===== config.mk =====
export PLATFORM = sky130hd
export DESIGN_NAME = partial_ipv4_address_parser
export DESIGN_NICKNAME = d
export VERILOG_FILES = /design/src/rtl/core/pipv4_pkg.sv /design/src/rtl/core/partial_ipv4_address_parser.sv
export SDC_FILE = /design/constraint.sdc
export NUM_CORES = 1
export LEC_CHECK = 0
export BUFFER_PORTS_ARGS = -buffer_cell sky130_fd_sc_hd__buf_2
export CAP_MARGIN = 20
export CORE_AREA = 2 2 155 157
export CTS_CLUSTER_SIZE = 16
export DETAILED_ROUTE_END_ITERATION = 8
export DIE_AREA = 0 0 157 159
export PLACE_DENSITY = 0.77
export SLEW_MARGIN = 25
export SYNTH_ARGS = -nofsm -noshare
export SYNTH_HDL_FRONTEND = slang
export SYNTH_SLANG_ARGS = --single-unit

===== constraint.sdc =====
create_clock -name clk_i -period 7.2 [get_ports clk_i]
set_clock_uncertainty 0.15 [all_clocks]
set_input_delay 1.44 -clock clk_i [delete_from_list [all_inputs] [get_ports clk_i]]
set_output_delay 1.44 -clock clk_i [all_outputs]
set_load 0.01 [all_outputs]

===== src/rtl/core/pipv4_pkg.sv =====
// Shared constants for the partial IPv4 address parser.
`default_nettype none
package pipv4_pkg;

  localparam int unsigned CharW   = 8;
  localparam int unsigned AddrW   = 32;
  localparam int unsigned PortW   = 16;
  localparam int unsigned OctetW  = 10;
  localparam int unsigned RunW    = 2;
  localparam int unsigned OutW    = 1 + AddrW + PortW;
  localparam int unsigned OutTdW  = ((OutW + 7) / 8) * 8;
  localparam int unsigned PaddrW  = 3;
  localparam int unsigned PdataW  = 32;

  localparam logic [CharW-1:0]  CharZero   = 8'h30;
  localparam logic [CharW-1:0]  CharNine   = 8'h39;
  localparam logic [CharW-1:0]  CharDot    = 8'h2E;
  localparam logic [CharW-1:0]  CharColon  = 8'h3A;
  localparam logic [CharW-1:0]  CharNul    = 8'h00;
  localparam logic [OctetW-1:0] OctetMax   = 10'd255;
  localparam logic [RunW-1:0]   RunMax     = 2'd3;

  localparam logic RegLocalAddr   = 1'b0;
  localparam logic RegDefaultPort = 1'b1;

endpackage
`default_nettype wire


===== src/rtl/core/partial_ipv4_address_parser.sv =====
// Top level: dotted-decimal IPv4 address and port parser with an APB register port.
// Accepts one character per cycle while the input is not stalled;
// a result is registered once the character carrying tlast leaves the input register.
// The input register and the result register each hold one transaction.
// A last character waits in the input register while the result register is full.
// Reset clears the parse state, the APB registers and the input and result valid flags.
`default_nettype none
module partial_ipv4_address_parser
  import pipv4_pkg::*;
(
  input  wire logic              clk_i,
  input  wire logic              rst_ni,
  input  wire logic              s_axis_tvalid,
  output logic                   s_axis_tready,
  input  wire logic [CharW-1:0]  s_axis_tdata,   // char_code
  input  wire logic              s_axis_tlast,   // last_char
  output logic                   m_axis_tvalid,
  input  wire logic              m_axis_tready,
  output logic [OutTdW-1:0]      m_axis_tdata,   // parse_ok, ip_address, port_number, zero pad
  input  wire logic              psel,
  input  wire logic              penable,
  input  wire logic              pwrite,
  input  wire logic [PaddrW-1:0] paddr,
  input  wire logic [PdataW-1:0] pwdata,
  output logic [PdataW-1:0]      prdata,
  output logic                   pready
);

  typedef enum logic [1:0] {PH_START, PH_OCTET, PH_PORT, PH_SKIP} phase_e;

  logic [AddrW-1:0]  local_addr_q;
  logic [PortW-1:0]  default_port_q;

  logic              in_valid_q;
  logic [CharW-1:0]  in_char_q;
  logic              in_last_q;

  phase_e            phase_q, phase_d;
  logic [OctetW-1:0] octet_q, octet_d;
  logic [RunW-1:0]   run_q, run_d;
  logic [AddrW-1:0]  accum_q, accum_d;
  logic [AddrW-1:0]  mask_q, mask_d;
  logic [PortW-1:0]  port_q, port_d;
  logic              err_q, err_d;
  logic              given_q, given_d;

  logic              out_valid_q, out_valid_d;
  logic              out_ok_q, out_ok_d;
  logic [AddrW-1:0]  out_ip_q, out_ip_d;
  logic [PortW-1:0]  out_port_q, out_port_d;

  logic              stall;
  logic              advance;
  logic              is_digit;
  logic [3:0]        digit;
  logic              do_close;
  logic              wr_en;

  assign pready  = 1'b1;
  assign wr_en   = psel && penable && pwrite && pready;
  assign prdata  = (paddr[2] == RegDefaultPort) ? {{(PdataW-PortW){1'b0}}, default_port_q}
                                                : local_addr_q;

  assign stall         = in_valid_q && in_last_q && out_valid_q && !m_axis_tready;
  assign advance       = in_valid_q && !stall;
  assign s_axis_tready = !in_valid_q || !stall;

  assign m_axis_tvalid = out_valid_q;
  assign m_axis_tdata  = {{(OutTdW-OutW){1'b0}}, out_port_q, out_ip_q, out_ok_q};

  assign is_digit = in_char_q inside {[CharZero:CharNine]};
  assign digit    = 4'(in_char_q - CharZero);

  always_comb begin
    phase_d    = phase_q;
    octet_d    = octet_q;
    run_d      = run_q;
    accum_d    = accum_q;
    mask_d     = mask_q;
    port_d     = port_q;
    err_d      = err_q;
    given_d    = given_q;
    do_close   = 1'b0;
    out_valid_d = out_valid_q && !m_axis_tready;
    out_ok_d   = out_ok_q;
    out_ip_d   = out_ip_q;
    out_port_d = out_port_q;

    if (advance && !err_q) begin
      case (phase_q)
        PH_START, PH_OCTET: begin
          phase_d = PH_OCTET;
          if (!(phase_q == PH_START && in_char_q == CharDot)) begin
            if (is_digit) begin
              if (run_q >= RunMax) begin
                err_d = 1'b1;
              end else begin
                octet_d = OctetW'({octet_q, 3'b000}) + OctetW'({octet_q, 1'b0})
                          + OctetW'(digit);
                run_d   = run_q + 2'd1;
              end
            end else if (in_char_q == CharDot) begin
              do_close = 1'b1;
            end else if (in_char_q == CharColon) begin
              do_close = 1'b1;
              given_d  = 1'b1;
              phase_d  = PH_PORT;
            end else if (in_char_q == CharNul) begin
              do_close = 1'b1;
              phase_d  = PH_SKIP;
            end else begin
              err_d = 1'b1;
            end
          end
        end
        PH_PORT: begin
          if (is_digit) begin
            port_d = PortW'({port_q, 3'b000}) + PortW'({port_q, 1'b0}) + PortW'(digit);
          end else begin
            phase_d = PH_SKIP;
          end
        end
        default: begin
        end
      endcase
    end

    if (do_close) begin
      if (octet_q > OctetMax) begin
        err_d = 1'b1;
      end else begin
        mask_d  = {mask_q[AddrW-9:0], 8'h00};
        accum_d = {accum_q[AddrW-9:0], octet_q[7:0]};
      end
      octet_d = '0;
      run_d   = '0;
    end

    if (advance && in_last_q) begin
      if (!err_d && (phase_d == PH_OCTET || phase_d == PH_START)) begin
        if (octet_d > OctetMax) begin
          err_d = 1'b1;
        end else begin
          mask_d  = {mask_d[AddrW-9:0], 8'h00};
          accum_d = {accum_d[AddrW-9:0], octet_d[7:0]};
        end
      end
      out_valid_d = 1'b1;
      out_ok_d    = !err_d;
      out_ip_d    = err_d ? '0 : ((local_addr_q & mask_d) | accum_d);
      out_port_d  = err_d ? '0 : (given_d ? port_d : default_port_q);
      phase_d = PH_START;
      octet_d = '0;
      run_d   = '0;
      accum_d = '0;
      mask_d  = '1;
      port_d  = '0;
      err_d   = 1'b0;
      given_d = 1'b0;
    end
  end

  always_ff @(posedge clk_i or negedge rst_ni) begin
    if (!rst_ni) begin
      local_addr_q   <= '0;
      default_port_q <= '0;
      in_valid_q     <= 1'b0;
      phase_q        <= PH_START;
      octet_q        <= '0;
      run_q          <= '0;
      accum_q        <= '0;
      mask_q         <= '1;
      port_q         <= '0;
      err_q          <= 1'b0;
      given_q        <= 1'b0;
      out_valid_q    <= 1'b0;
    end else begin
      if (wr_en) begin
        if (paddr[2] == RegLocalAddr) begin
          local_addr_q <= pwdata;
        end else begin
          default_port_q <= pwdata[PortW-1:0];
        end
      end
      if (s_axis_tready) begin
        in_valid_q <= s_axis_tvalid;
      end
      phase_q     <= phase_d;
      octet_q     <= octet_d;
      run_q       <= run_d;
      accum_q     <= accum_d;
      mask_q      <= mask_d;
      port_q      <= port_d;
      err_q       <= err_d;
      given_q     <= given_d;
      out_valid_q <= out_valid_d;
    end
  end

  always_ff @(posedge clk_i) begin
    if (s_axis_tready) begin
      in_char_q <= s_axis_tdata;
      in_last_q <= s_axis_tlast;
    end
    out_ok_q   <= out_ok_d;
    out_ip_q   <= out_ip_d;
    out_port_q <= out_port_d;
  end

endmodule
`default_nettype wire


Word level (Yosys, flattened, before mapping)
Index checks and enable logic that the tools add are counted.
{"block": "word_totals", "out_inout_bits": 91, "reg_bits": 204}
{"block": "classes", "magnitude_cmp": 5, "n_bitwise": 3, "muxes": 70, "add_sub_neg": 6, "n_eq_ne": 7, "n_reduce_logical": 30}
{"op": "$mux 32", "count": 13}
{"op": "$mux 16", "count": 5}
{"op": "$mux 10", "count": 7}
{"op": "$and 32x32->32", "count": 1}
{"op": "$or 32x32->32", "count": 1}
{"op": "$mux 2", "count": 15}
{"op": "$mux 1", "count": 29}
{"op": "$gt 10x8->1 const B", "count": 2}
{"op": "$add 16x16->16", "count": 1}
{"op": "$add 16x4->16", "count": 1}
{"op": "$eq 8x6->1 const B", "count": 2}
{"op": "$logic_and 1x1->1", "count": 12}
{"op": "$add 10x10->10", "count": 1}
{"op": "$add 10x4->10", "count": 1}
{"op": "$reduce_bool 3->1", "count": 3}
{"op": "$ge 8x6->1 const B", "count": 1}
{"op": "$le 8x6->1 const B", "count": 1}
{"op": "$logic_not 8->1", "count": 1}
{"op": "$logic_not 1->1", "count": 6}
{"op": "$ne 3x2->1 const B", "count": 2}
{"op": "$reduce_and 5->1", "count": 1}
{"op": "$eq 2x1->1 const B", "count": 2}
{"op": "$logic_not 2->1", "count": 2}
{"op": "$pmux 2 s2", "count": 1}
{"op": "8 further kinds", "count": 10}

Logic depth before layout (Yosys ltp)
Gate-level depths: netlist of the first run.
{"block": "logic_depth", "depth_word": 16, "depth_mapped": 13, "ltp_nobuf": 12}

Least setup slack after synthesis of the first run
No wires, ideal clock.
{"block": "synth_timing", "path_kind": "input to output", "from": "input paddr[2]", "to": "output prdata[21]", "t_arrival_ps": 2352, "slack_ps": 3258, "t_required_ps": 5610, "n_path_buf": 3, "path_stages": 4, "path_cell_list": "clkbuf_1 > buf_1 > clkbuf_1 > nor2_1"}
{"block": "synth_between", "elab_chain_cells": 1}
{"element": "from (decl)", "line": "partial_ipv4_address_parser.sv:23", "rtl": "input wire logic [PaddrW-1:0] paddr,"}
{"element": "$mux 32", "line": "partial_ipv4_address_parser.sv:61", "rtl": "assign prdata = (paddr[2] == RegDefaultPort) ? {{(PdataW-PortW){1'b0}}, default_port_q}"}
{"element": "to (decl)", "line": "partial_ipv4_address_parser.sv:25", "rtl": "output logic [PdataW-1:0] prdata,"}
No other way between the ends.

Worst setup path in the final report of the first run
{"block": "layout_timing", "from": "register octet_q[2]", "to": "register out_ip_q[4] (data pin)"}
{"block": "layout_between", "elab_chain_cells": 14, "word_cells_on_any_way": 29, "cone_classes": "add/sub (2); order compare (2); mux (21); bitwise (2); reduce/logical (2)"}
{"element": "from (decl)", "line": "partial_ipv4_address_parser.sv:39", "rtl": "logic [OctetW-1:0] octet_q, octet_d;"}
{"element": "from (signal assigned)", "line": "partial_ipv4_address_parser.sv:189", "rtl": "octet_q <= octet_d;"}
{"element": "$add 10x10->10", "line": "partial_ipv4_address_parser.sv:98", "rtl": "octet_d = OctetW'({octet_q, 3'b000}) + OctetW'({octet_q, 1'b0})"}
{"element": "$add 10x4->10", "line": "partial_ipv4_address_parser.sv:99", "rtl": "+ OctetW'(digit);"}
{"element": "$mux 10", "line": "partial_ipv4_address_parser.sv:95", "rtl": "if (run_q >= RunMax) begin"}
{"element": "$mux 10", "line": "partial_ipv4_address_parser.sv:94", "rtl": "if (is_digit) begin"}
{"element": "$mux 10", "line": "partial_ipv4_address_parser.sv:93", "rtl": "if (!(phase_q == PH_START && in_char_q == CharDot)) begin"}
{"element": "$mux 10", "line": "partial_ipv4_address_parser.sv:90", "rtl": "case (phase_q)"}
{"element": "$mux 10", "line": "partial_ipv4_address_parser.sv:89", "rtl": "if (advance && !err_q) begin"}
{"element": "$mux 10", "line": "partial_ipv4_address_parser.sv:128", "rtl": "if (do_close) begin"}
{"element": "$gt 10x8->1", "line": "partial_ipv4_address_parser.sv:141", "rtl": "if (octet_d > OctetMax) begin"}
{"element": "$mux 32", "line": "partial_ipv4_address_parser.sv:141"}
{"element": "$mux 32", "line": "partial_ipv4_address_parser.sv:140", "rtl": "if (!err_d && (phase_d == PH_OCTET || phase_d == PH_START)) begin"}
{"element": "$mux 32", "line": "partial_ipv4_address_parser.sv:139", "rtl": "if (advance && in_last_q) begin"}
{"element": "$and 32x32->32", "line": "partial_ipv4_address_parser.sv:150", "rtl": "out_ip_d = err_d ? '0 : ((local_addr_q & mask_d) | accum_d);"}
{"element": "$or 32x32->32", "line": "partial_ipv4_address_parser.sv:150"}
{"element": "to (signal assigned)", "line": "partial_ipv4_address_parser.sv:206", "rtl": "out_ip_q <= out_ip_d;"}
{"element": "to (decl)", "line": "partial_ipv4_address_parser.sv:49", "rtl": "logic [AddrW-1:0] out_ip_q, out_ip_d;"}
Several ways; a longest one is shown, not always the timed one. The select of a mux whose other input is x is not followed.
A chain may end at the register's enable or synchronous reset.

==> results of run 1 <==
[cells by family after synthesis]
kind of cell    Yosys count  synth area share
fa+ha+maj                45            0.0570
flops                   204             0.523
buf+inv                  93            0.0401
xor+xnor                 18            0.0152
compound gates          178             0.112
other cells               2          0.000722
mux                     122             0.124
simple gates            298             0.128
[cell usage after synthesis, types with 2 or more instances]
cell type,number,area share
a2111oi_0,3,0.0025
a211o_1,15,0.013
a211oi_1,26,0.019
a21o_1,8,0.0058
a21oi_1,26,0.013
a22o_1,3,0.0025
a31oi_1,3,0.0018
and2_1,3,0.0018
and3_1,2,0.0012
and3b_1,2,0.0017
buf_2,9,0.0043
buf_4,13,0.0094
clkbuf_1,33,0.012
conb_1,2,0.00072
dfrtp_1,114,0.27
dfstp_2,32,0.081
edfxtp_1,58,0.17
fa_1,4,0.0077
ha_1,41,0.049
inv_1,35,0.013
mux2_2,56,0.061
mux2i_1,66,0.064
nand2_1,75,0.027
nand2b_1,7,0.0042
nand3_1,7,0.0034
nand3_2,2,0.0019
nand3b_1,2,0.0014
nand4b_1,2,0.0017
nor2_1,141,0.051
nor2b_1,4,0.0024
nor3_1,28,0.013
nor3b_1,2,0.0014
o211ai_1,7,0.0051
o21a_1,6,0.0043
o21ai_0,64,0.031
o31a_1,2,0.0017
o31ai_1,3,0.0022
or2_2,3,0.0018
or3_1,9,0.0054
or4_1,2,0.0014
xnor2_1,11,0.0093
xor2_1,7,0.0059
[sequential cells by signal, indices dropped and copies added, names as in the netlist, 2 cells and up]
name	cells
accum_q	32
default_port_q	16
in_char_q	8
local_addr_q	32
mask_q	32
octet_q	10
out_ip_q	32
out_port_q	16
phase_q	2
port_q	16
run_q	2
[worst paths after layout]
path	to	slack (ns)	cells after the start
max	out_ip_q[4]	2.51	12
min	mask_q[7]	0.33	2
max reg2reg	out_ip_q[4]	2.51	12
min reg2reg	mask_q[7]	0.33	2
max in group asynchronous	m_axis_tvalid	4.94	2
min in group asynchronous	local_addr_q[27]	0.76	1
[metrics by stage]
stage | setup WS [ns] | hold slack, ns
after floorplan | 3.26 | 0.304
after global routing | 2.31 | 0.361
after global placement | 2.66 | 0.320
after CTS | 2.57 | 0.334
final | 2.51 | 0.334
after detailed placement | 2.60 | 0.324
[worst min-delay path, stage by stage (launching register included)]
cell,delay [ns]
dfstp_2,0.38
nand2_1,0.05
nand2_1,0.05
[routing by layer]
metal / wire length, um / GRT usage / up-vias
li1: - / - / 3632
met1: 11200 / 0.280 / 3848
met2: 12100 / 0.333 / 217
met3: 1220 / 0.0259 / 29
met4: 532 / 0.0580 / 0
met5: 0 / 0 / -
[final cells by class]
| type | instances | area [um^2] |
|---|---|---|
| Fill cell | 1995 | 11100 |
| Sequential cell | 204 | 5440 |
| Multi-Input combinational cell | 669 | 4580 |
| Timing Repair Buffer | 143 | 772 |
| Clock buffer | 35 | 692 |
| Tap cell | 319 | 399 |
| Inverter | 36 | 138 |
| Clock inverter | 5 | 25.0 |
[power by group]
group          internal (uW)  switching, uW
Sequential              1280           69.6
Combinational            171            230
Clock                    658            454
Total                   2110            753
==> summary by stage, run 1 <==
Global route
For this run, the total global-route usage over all layers was measured as 0.202. The via count of the first global-routing pass came to 7628. The first global-routing pass estimated 40200 um of wire. Entering global routing, the biggest net connects 92 pins. The number of antenna violations at the first check in global routing is 0.

The final global-route overflow total is 0.

Drt
Summing over every cut layer, the via total after detailed routing is 7726. The detailed-route wire length per cell is 17.7 um. The routed wire length is 25000 um. In this run, the number of DRC markers left after iteration 0 of detailed routing was 646. The residual DRC count is 0. The first detailed-routing pass ran for 5 iterations.

The count of antenna-violating nets left after detailed routing is 0. The detail-routed via count per cell is 5.48.

Logic synthesis
Of the synthesized area, sequential elements account for 0.523. The yosys synthesis warning count is 0. The synthesized cell area is 0.0104 mm^2. The number of distinct library cells after synthesis is 64. The prevailing post-synth register cell is dfrtp_1. The synthesized area per cell is 10.8 um^2. Synthesis inferred 204 register bits. Yosys mapped a number of flops with a built-in enable equal to 58.

The share of flip-flops with an asynchronous set or reset after synthesis is 0.716. Synthesis produced a netlist whose cell count is 960.

Critical path
The data required time of the critical path is 7.36 ns. The critical path endpoint category is a register. The largest delay contributor family on the critical path is compound AO/OA/AOI/OAI gates. The worst setup path is launched from a register. On the worst path, the slowest cell contributes a delay of 0.67 ns. The category of the most critical setup path is reg -> reg. The largest individual stage delay along the critical path comes from the cell a211o_1.

Tracing the worst setup path back leads to its startpoint at octet_q[2]. The total buffers and inverters traversed by the critical path is 2. The worst register-to-register path begins at octet_q[2]. Traced cell by cell, the critical path runs through inv_1 -> fa_1 -> inv_1 -> fa_1 -> a211o_1 -> and4_1 -> a2111oi_0 -> o211a_1 -> nand3_2 -> a211o_1 -> or3_1 -> a21oi_1. Of all nets on the critical path, the largest fanout is 24. For the worst setup path, the data arrival time is 4.85 ns.

CTS
The total of hold buffers inserted after clock tree synthesis is 0. TritonCTS built the clock tree. The number of gates resized after CTS is 0. The number of buffers added for setup after CTS is 0. The clock tree buffer depth is 3. In this run the number of H-tree levels came out at 1.

The clock sink count is 204. Buffers inserted during clock tree synthesis total 22. The clock latency at the later pin of the worst-skew pair is 0.51 ns. The clock transition at the register clock pins on the worst setup and hold paths after CTS is 0.06 ns. The cell sitting at the root of the clock tree is a clkbuf_16.

Floorplanning
The vertical extent of the die is 159 um. The initial utilization of the core area, before any placement, comes to 0.448. The boundary pin count is 142.

The die footprint is 0.0250 mm^2. The placeable core region is 0.0232 mm^2. The number of cell rows is 56.

Measured along the x axis, the die boundary spans 157 um.

Min path
The min-delay analysis places its worst path in the category reg -> reg. In this run the most critical hold path is launched from mask_q[7].

Power
The leakage power summed over all cells is 0.00541 uW. Power comes to 2860 uW. The power density over cell area is 238 mW/mm^2. The worst supply voltage drop on vdd is 0.142 mV.

Final layout
The top cell types in the final layout, fill and taps aside, are nor2_1, buf_2, dfrtp_1, nand2_1, mux2i_1. The share of cells above drive strength 1 is 0.255. The net count of the finished layout is 1172. The repair_antennas step left the layout with diodes totalling 0.

The final cell count without fillers is 1411. The fraction of the core area covered by cells at the end of the flow is 0.519. The final cell area excluding filler cells is 0.0120 mm^2. The area growth from synthesis to layout is 15.9%. Leaving out fill and tap cells, the most frequent cell in the layout is nor2_1.

Placement
In this run the cell area measured after placement is 0.0113 mm^2. Including well taps, the total number of placed cells is 1370. At the end of routability-driven placement, the weighted congestion stood at 0.868. Summed over all nets, the half-perimeter wirelength after detailed placement is 17200 um. The number of input and output port buffers inserted is 131.

STA
The maximum operating frequency is 213 MHz. The max-slew violation count is 0. The transition time at the pin with the least slew margin is 0.953 ns. The worst relative slew slack is 0.365. The time the worst path needs with I/O delays and setup is 4.69 ns. In the final timing run, aggregate negative setup slack is 0 ns. In the finished design, the share of the clock period the worst path needs comes to 0.652. Setup violations remaining at the end of the flow were counted as 0.

The number of failing hold endpoints at the final stage is 0. Setup repair after global routing left no endpoint under its margin.

Status
The run finished with clean final reports.

Run
The count of maximum capacitance violations is 0.
Power figures use the tool's default switching activity.
==> run 2, diff against run 1 <==
- PLACE_DENSITY: 0.77 -> 0.79
- clock period: 7.2 -> 3.77 ns (I/O delays scaled with it)
==> run 2 against run 1 <==
Effect of this change: the flow now finishes with violations (setup timing); die area unchanged; worst hold slack worse by 0.20 ns; highest routed layer is now met5; power up 100%; sequential power increased by 91%; fmax up 17%; utilization rose by 4.3 points; non-clock buffer count rose by 55; final cell count rose by 4.1%; sequential share of layout area decreased by 3.4 points; register-to-register slack lost 2.8 ns; clock power grew 110%.
==> summary by stage, run 2 (synthesis gave the netlist of run 1 again) <==
Final layout
Leaving out fill and tap cells, the most frequent cell in the layout is nor2_1. The library cells used most frequently in the layout, excluding fill and tap cells, are nor2_1, buf_2, dfrtp_1, nand2_1, mux2i_1. The net count of the finished layout is 1229.

The number of fill cells in the layout is 1847. The antenna cell count is 0. The signed area change from the synthesized netlist to the final layout is 25.4%. In the final layout, the share of cells above drive strength 1 is 0.334. The finished cells cover 0.0130 mm^2.

STA
Setup repair after global routing could not meet its margin everywhere. Setup violations remaining at the end of the flow were counted as 47. The max-slew violation count was 0.

The time the worst path needs with I/O delays and setup is 4.02 ns. The final worst setup slack is -0.247 ns. The minimum hold slack is 0.139 ns. Derived from the worst setup path, the maximum achievable clock frequency is 249 MHz. In this run the tightest slew margin relative to its limit is 0.456. For the pin with the worst max-slew slack, the measured transition is 0.816 ns. Summed over all failing endpoints, the final setup total negative slack is -7.09 ns. In the finished design, the share of the clock period the worst path needs comes to 1.07. The number of failing hold endpoints at the final stage is 0.

Global route
The final global-route overflow total is 0. For this run, the total global-route usage over all layers was measured as 0.223. The via count of the first global-routing pass came to 8099. Entering global routing, the biggest net connects 85 pins. The number of antenna violations at the first check in global routing is 1.

The first-pass GRT wire length is 43900 um.

Drt
The highest metal layer carrying signal wires in the routed design is met5. The detail-routed via count per cell is 5.72. The routed wire length is 29400 um. The detailed router put a total of 11600 um of wire on met1.

The routed design uses 14000 um of met2 wire. The count of antenna-violating nets left after detailed routing is 0. Before antenna repair, the detailed router went through 6 iterations. The detailed-route via count is 8407. The detailed-route wire length per cell is 20.0 um. The residual DRC count is 0. After the first detailed-routing iteration, the DRC count stood at 822. The routed design uses 2510 um of met3 wire.

Power
The power density over cell area is 444 mW/mm^2. The leakage power summed over all cells is 0.00586 uW. The total power draw is 5800 uW.

The worst supply voltage drop on vdd is 0.226 mV.

Critical path
Among the stages of the critical path, the cell type that occurs most often is buf_4. The category of the most critical setup path is reg -> reg. In this design, the stage delay of the slowest critical-path cell is 0.56 ns. Data arrives at the worst endpoint at 4.13 ns. STA classifies the critical path startpoint as a register. The critical path endpoint category is a register.

The cell with the largest stage delay on the worst path is fa_1. The data required time of the critical path is 3.89 ns. The worst setup slack for register-to-register paths is -0.25 ns. The signal on the critical path passes through inv_2 -> fa_1 -> inv_2 -> buf_4 -> ha_4 -> a211oi_2 -> nor3b_2 -> o21a_1 -> o41a_1 -> xnor2_1 -> buf_4 -> a211oi_4 -> buf_4 -> buf_12 -> buf_12 -> buf_6 -> a22o_4.

Of all nets on the critical path, the largest fanout is 8.

Placement
Once detailed placement completed, the half-perimeter wirelength came to 18000 um. The placer's final routability congestion estimate is 0.880. Once placement finished, the instance area stood at 0.0116 mm^2. The number of input and output port buffers inserted is 131.

Min path
The path category of the worst min-delay check is in -> async.

CTS
The number of clock buffers added by TritonCTS is 23. The clock drives 204 sinks. The clock tree buffer depth is 3. The clock transition at the register clock pins on the worst setup and hold paths after CTS is 0.07 ns.

In this run the number of H-tree levels came out at 1. The later pin in the worst-skew pair is clocked with a latency of 0.53 ns. Hold repair after CTS inserted 0 buffers. The TritonCTS clock tree is built. The root buffer cell chosen for the clock tree is clkbuf_16.

Floorplanning
For this design the top-level I/O count stands at 142. The number of cell rows is 56. The vertical extent of the die is 159 um.

The placeable core region is 0.0232 mm^2. The width of the chip is 157 um. The effective utilization at floorplan is 0.448.

The die footprint is 0.0250 mm^2.

Run
The count of maximum capacitance violations is 0.

Status
The final reports fail on setup timing. The run finished, with violations left.
-- run 2: cell count changes in the layout (fill, tap and decap cells not counted), moves of 5 or more --
cell,delta
buf_4,+34
buf_12,+10
nor3_1,-9
nor2_1,-7
nor3_2,+7
a211oi_1,-6
a211oi_2,+6
nor2_2,+6
a21oi_1,-5
buf_6,+5
-- run 2: worst paths after layout --
path | from | endpoint | cells after the start
max reg2reg | octet_q[0] | out_ip_q[2] | 17
min reg2reg | mask_q[7] | mask_q[7] | 2
max in group asynchronous | rst_ni | mask_q[7] | 2
min | rst_ni | local_addr_q[17] | 1
min in group clk_i | s_axis_tdata[0] | in_char_q[0] | 1
max | octet_q[0] | out_ip_q[2] | 17
-- run 2: final cells by class --
cell class / count / area (um^2) / area share
timing repair buffer: 198 / 1440 / 0.111
sequential: 204 / 5440 / 0.417
clock inverter: 9 / 103 / 0.00787
multi-input combinational: 670 / 4850 / 0.372
tap: 319 / 399 / 0.0306
inverter: 36 / 138 / 0.0106
clock buffer: 33 / 674 / 0.0517
-- run 2: per-layer routing --
metal | track usage | vias up
li1 | - | 3739
met1 | 0.300 | 4146
met2 | 0.356 | 425
met3 | 0.0427 | 95
met4 | 0.0876 | 2
met5 | 0 | -
-- run 2: where the power goes --
| group | total (uW) | switching [uW] | leakage [uW] | internal [uW] |
|---|---|---|---|---|
| Combinational | 924 | 516 | 0.00308 | 408 |
| Clock | 2290 | 906 | 0.000387 | 1380 |
| Sequential | 2580 | 135 | 0.00239 | 2450 |
-- run 2: what timing repair did --
action | in CTS | in global routing
setup endpoints to repair | 49 | 49
gates cloned | 7 | 4
pin swaps | 23 | 13
resized for setup | 54 | 22
buffers inserted | 9 | 12
hold endpoints to repair | 0 | 0
-- run 2: through the flow --
| stage | std cells | setup WS, ns | utilization |
|---|---|---|---|
| final | 1469 | -0.247 | 0.562 |
| after global routing | 1469 | -0.304 | 0.562 |
| after CTS | 1455 | -0.161 | 0.554 |
| after detailed placement | 1398 | -0.345 | 0.499 |
| after global placement | 1398 | -0.260 | 0.499 |
| after floorplan | 966 | 0.0899 | - |
-- run 2: critical path: cells and delay by family (launching register included) --
kind	cells	cell delay (ns)
xor gates and xnor gates	1	0.15
and+or+nand+nor	1	0.10
DFF	1	0.36
buffers and inverters	8	1.02
adders and majority gates	2	0.79
AOI/OAI and AO/OA	5	1.17
==> run 3, diff against run 2 <==
- CORE_AREA: 2 2 155 157 -> 2 2 167 169
- DIE_AREA: 0 0 157 159 -> 0 0 169 171
- PLACE_DENSITY: 0.79 -> 0.71
==> run 3 against run 2 <==
Effect of this change: the flow still finishes with violations (setup timing); highest routed layer unchanged; routed wire length shrank 6.2%; clock power shrank 5%; first-iteration DRC count is 18% lower; register-to-register slack better by 0.11 ns; worst hold slack improved by 0.014 ns; largest power group unchanged; count of clock-buffer cells in the layout unchanged; sequential power hardly changed; largest cell class unchanged.
==> summary by stage, run 3 (synthesis gave the netlist of run 1 again) <==
Critical path
The cell with the largest stage delay on the worst path is fa_1. The critical path is of the reg -> reg type. The worst setup path is launched from a register. The worst setup path is captured at a register.

STA puts the critical path data required time at 3.86 ns. At the worst endpoint, the arrival time is 4.00 ns. Walking the worst path, the cells encountered are inv_2 -> fa_1 -> inv_2 -> fa_2 -> a211o_1 -> buf_6 -> a2111oi_4 -> a2111oi_4 -> o211a_1 -> buf_6 -> nand2b_4 -> o211ai_1 -> buf_4 -> buf_12 -> buf_12 -> a211oi_2. The longest individual stage delay on the worst path is 0.55 ns. The biggest fanout along the worst timing path is 6. Counting both buffers and inverters, the worst setup path holds a total of 7. The largest delay contributor family on the critical path is compound AO/OA/AOI/OAI gates. The worst setup slack for register-to-register paths is -0.14 ns.

Global route
In the global route stage, met3 resource usage came out at 0.0273. Entering global routing, the biggest net connects 80 pins. The via count of the first global-routing pass is 7862. The first global-routing pass estimated 42900 um of wire. The most used routing layer in global routing is met2. In the global route stage, met1 resource usage came out at 0.247.

The final global-route overflow total is 0. The aggregate global-route resource usage is 0.187. The global-route met2 utilization is 0.323. The number of antenna violations at the first check in global routing is 1.

STA
Setup violations remaining at the end of the flow were counted as 44. The share of the clock period used by the worst path is 1.04. In the final timing run, aggregate negative setup slack is -3.60 ns. The time the worst path needs with I/O delays and setup is 3.91 ns. The max-slew violation count was 0.

Setup repair after global routing could not meet its margin everywhere. The transition time at the pin with the least slew margin is 0.858 ns. Static timing analysis puts the maximum clock frequency at 256 MHz.

The number of failing hold endpoints at the final stage is 0. The final worst setup slack is -0.140 ns. In this run the tightest slew margin relative to its limit is 0.425.

Power
In this run the power density over the cells is 436 mW/mm^2. Across the VDD grid, the largest voltage drop is 0.334 mV. The leakage power summed over all cells is 0.00577 uW.

Status
The run finished, with violations left. The final reports fail on setup timing.

Drt
For this run, design rule violations remaining after detail routing come to 0. In the routed layout, each cell is associated on average with a via count of 5.35. The routed wire length is 27600 um. The pre-antenna-repair detailed-routing pass consisted of 6 iterations. After detailed routing, the average wire length per cell comes to 18.6 um. For this block, the via count after detailed routing is 7933. The first routing iteration left 676 violations.

In this run the remaining antenna-violating nets after routing total 0.

Final layout
The antenna cell count is 0. Relative to the synthesized area, the layout overhead comes to 25.3%. Leaving out fill and tap cells, the most frequent cell in the layout is nor2_1. At the end of the flow, the number of nets in the layout was 1218.

Of the cells placed in the final design, the portion with a size suffix greater than 1 is 0.345. Leaving out fill and tap cells, the most frequent cells in the layout are nor2_1, buf_2, dfrtp_1, nand2_1, mux2i_1.

Placement
Buffers placed on the I/O ports in this run total 131. The final HPWL from detailed placement is 18700 um. Routability-driven placement finished with a final weighted congestion of 0.865. Timing analysis after detailed placement gives a worst setup slack of -0.302 ns.

Min path
The min-delay analysis places its worst path in the category in -> async.

Floorplanning
The region available for standard cell placement spans 0.0273 mm^2. The die is 171 um tall. For this configuration, the core starts out at a cell density of 0.380. The die covers 0.0289 mm^2.

The initialized floorplan defines 61 standard-cell rows. The width of the chip is 169 um. The boundary pin count is 142.

CTS
Clock latency on the worst-skew pair, taken at its later pin, is 0.50 ns. For this design, the sink count on the clock tree is 204. The clock tree buffer depth is 3.

The TritonCTS clock tree is built. The clock transition at the register clock pins on the worst setup and hold paths after CTS is 0.06 ns. The root buffer cell chosen for the clock tree is clkbuf_16. The number of levels in the clock H-tree is 1.

Buffers inserted during clock tree synthesis total 23.

Run
The tool flagged a number of max-cap violations equal to 0.
==> run 3: cell count changes in the layout (fill, tap and decap cells not counted), sizes merged <==
cell and delta:
a211o -1, buf -9, bufinv -2, clkbuf -1, clkinv +2, inv -1
==> run 3: worst paths after layout <==
check,startpoint,endpoint,depth (start not counted)
max reg2reg,octet_q[0],out_ip_q[11],16
min reg2reg,mask_q[7],mask_q[7],2
max in group asynchronous,rst_ni,mask_q[10],2
max,octet_q[0],out_ip_q[11],16
min in group clk_i,s_axis_tdata[0],in_char_q[0],1
min,rst_ni,accum_q[27],1
==> run 3: what timing repair did <==
item | CTS | global route
setup endpoints to repair | 48 | 48
gates resized for setup | 64 | 37
hold buffers | 0 | 0
gates cloned | 3 | 1
pin swaps | 26 | 20
buffers inserted | 10 | 3
==> run 3: metrics by stage <==
step | utilization | hold WS [ns] | area [um^2] | std cells | total power [uW]
final | 0.477 | 0.153 | 13000 | 1484 | 5670
after CTS | 0.469 | 0.174 | 12800 | 1481 | 5670
after floorplan | - | 0.304 | 10400 | 966 | 3070
after global placement | 0.427 | 0.321 | 11700 | 1430 | 3410
after detailed placement | 0.427 | 0.331 | 11700 | 1430 | 3430
after global routing | 0.477 | 0.194 | 13000 | 1484 | 5920
==> run 3: power breakdown <==
part	internal [uW]	leakage (uW)	switching [uW]
combinational	408	0.00302	514
sequential	2450	0.00239	132
clock	1280	0.000369	897
==> run 3: routing by layer <==
metal / wire length [um] / vias up / part of all wire
li1: - / 3710 / -
met1: 12000 / 3925 / 0.43
met2: 13600 / 253 / 0.49
met3: 1570 / 43 / 0.057
met4: 484 / 2 / 0.018
met5: 11 / - / 0.00040
==> run 3: cell type report <==
| class | count | area, um^2 |
|---|---|---|
| multi-input cells | 669 | 4990 |
| flip-flops and latches | 204 | 5440 |
| fillers | 2431 | 14300 |
| inverters | 36 | 138 |
| clock buffers | 33 | 694 |
| clock inverters | 8 | 42.5 |
| repair buffers | 188 | 1290 |
| well taps | 346 | 433 |
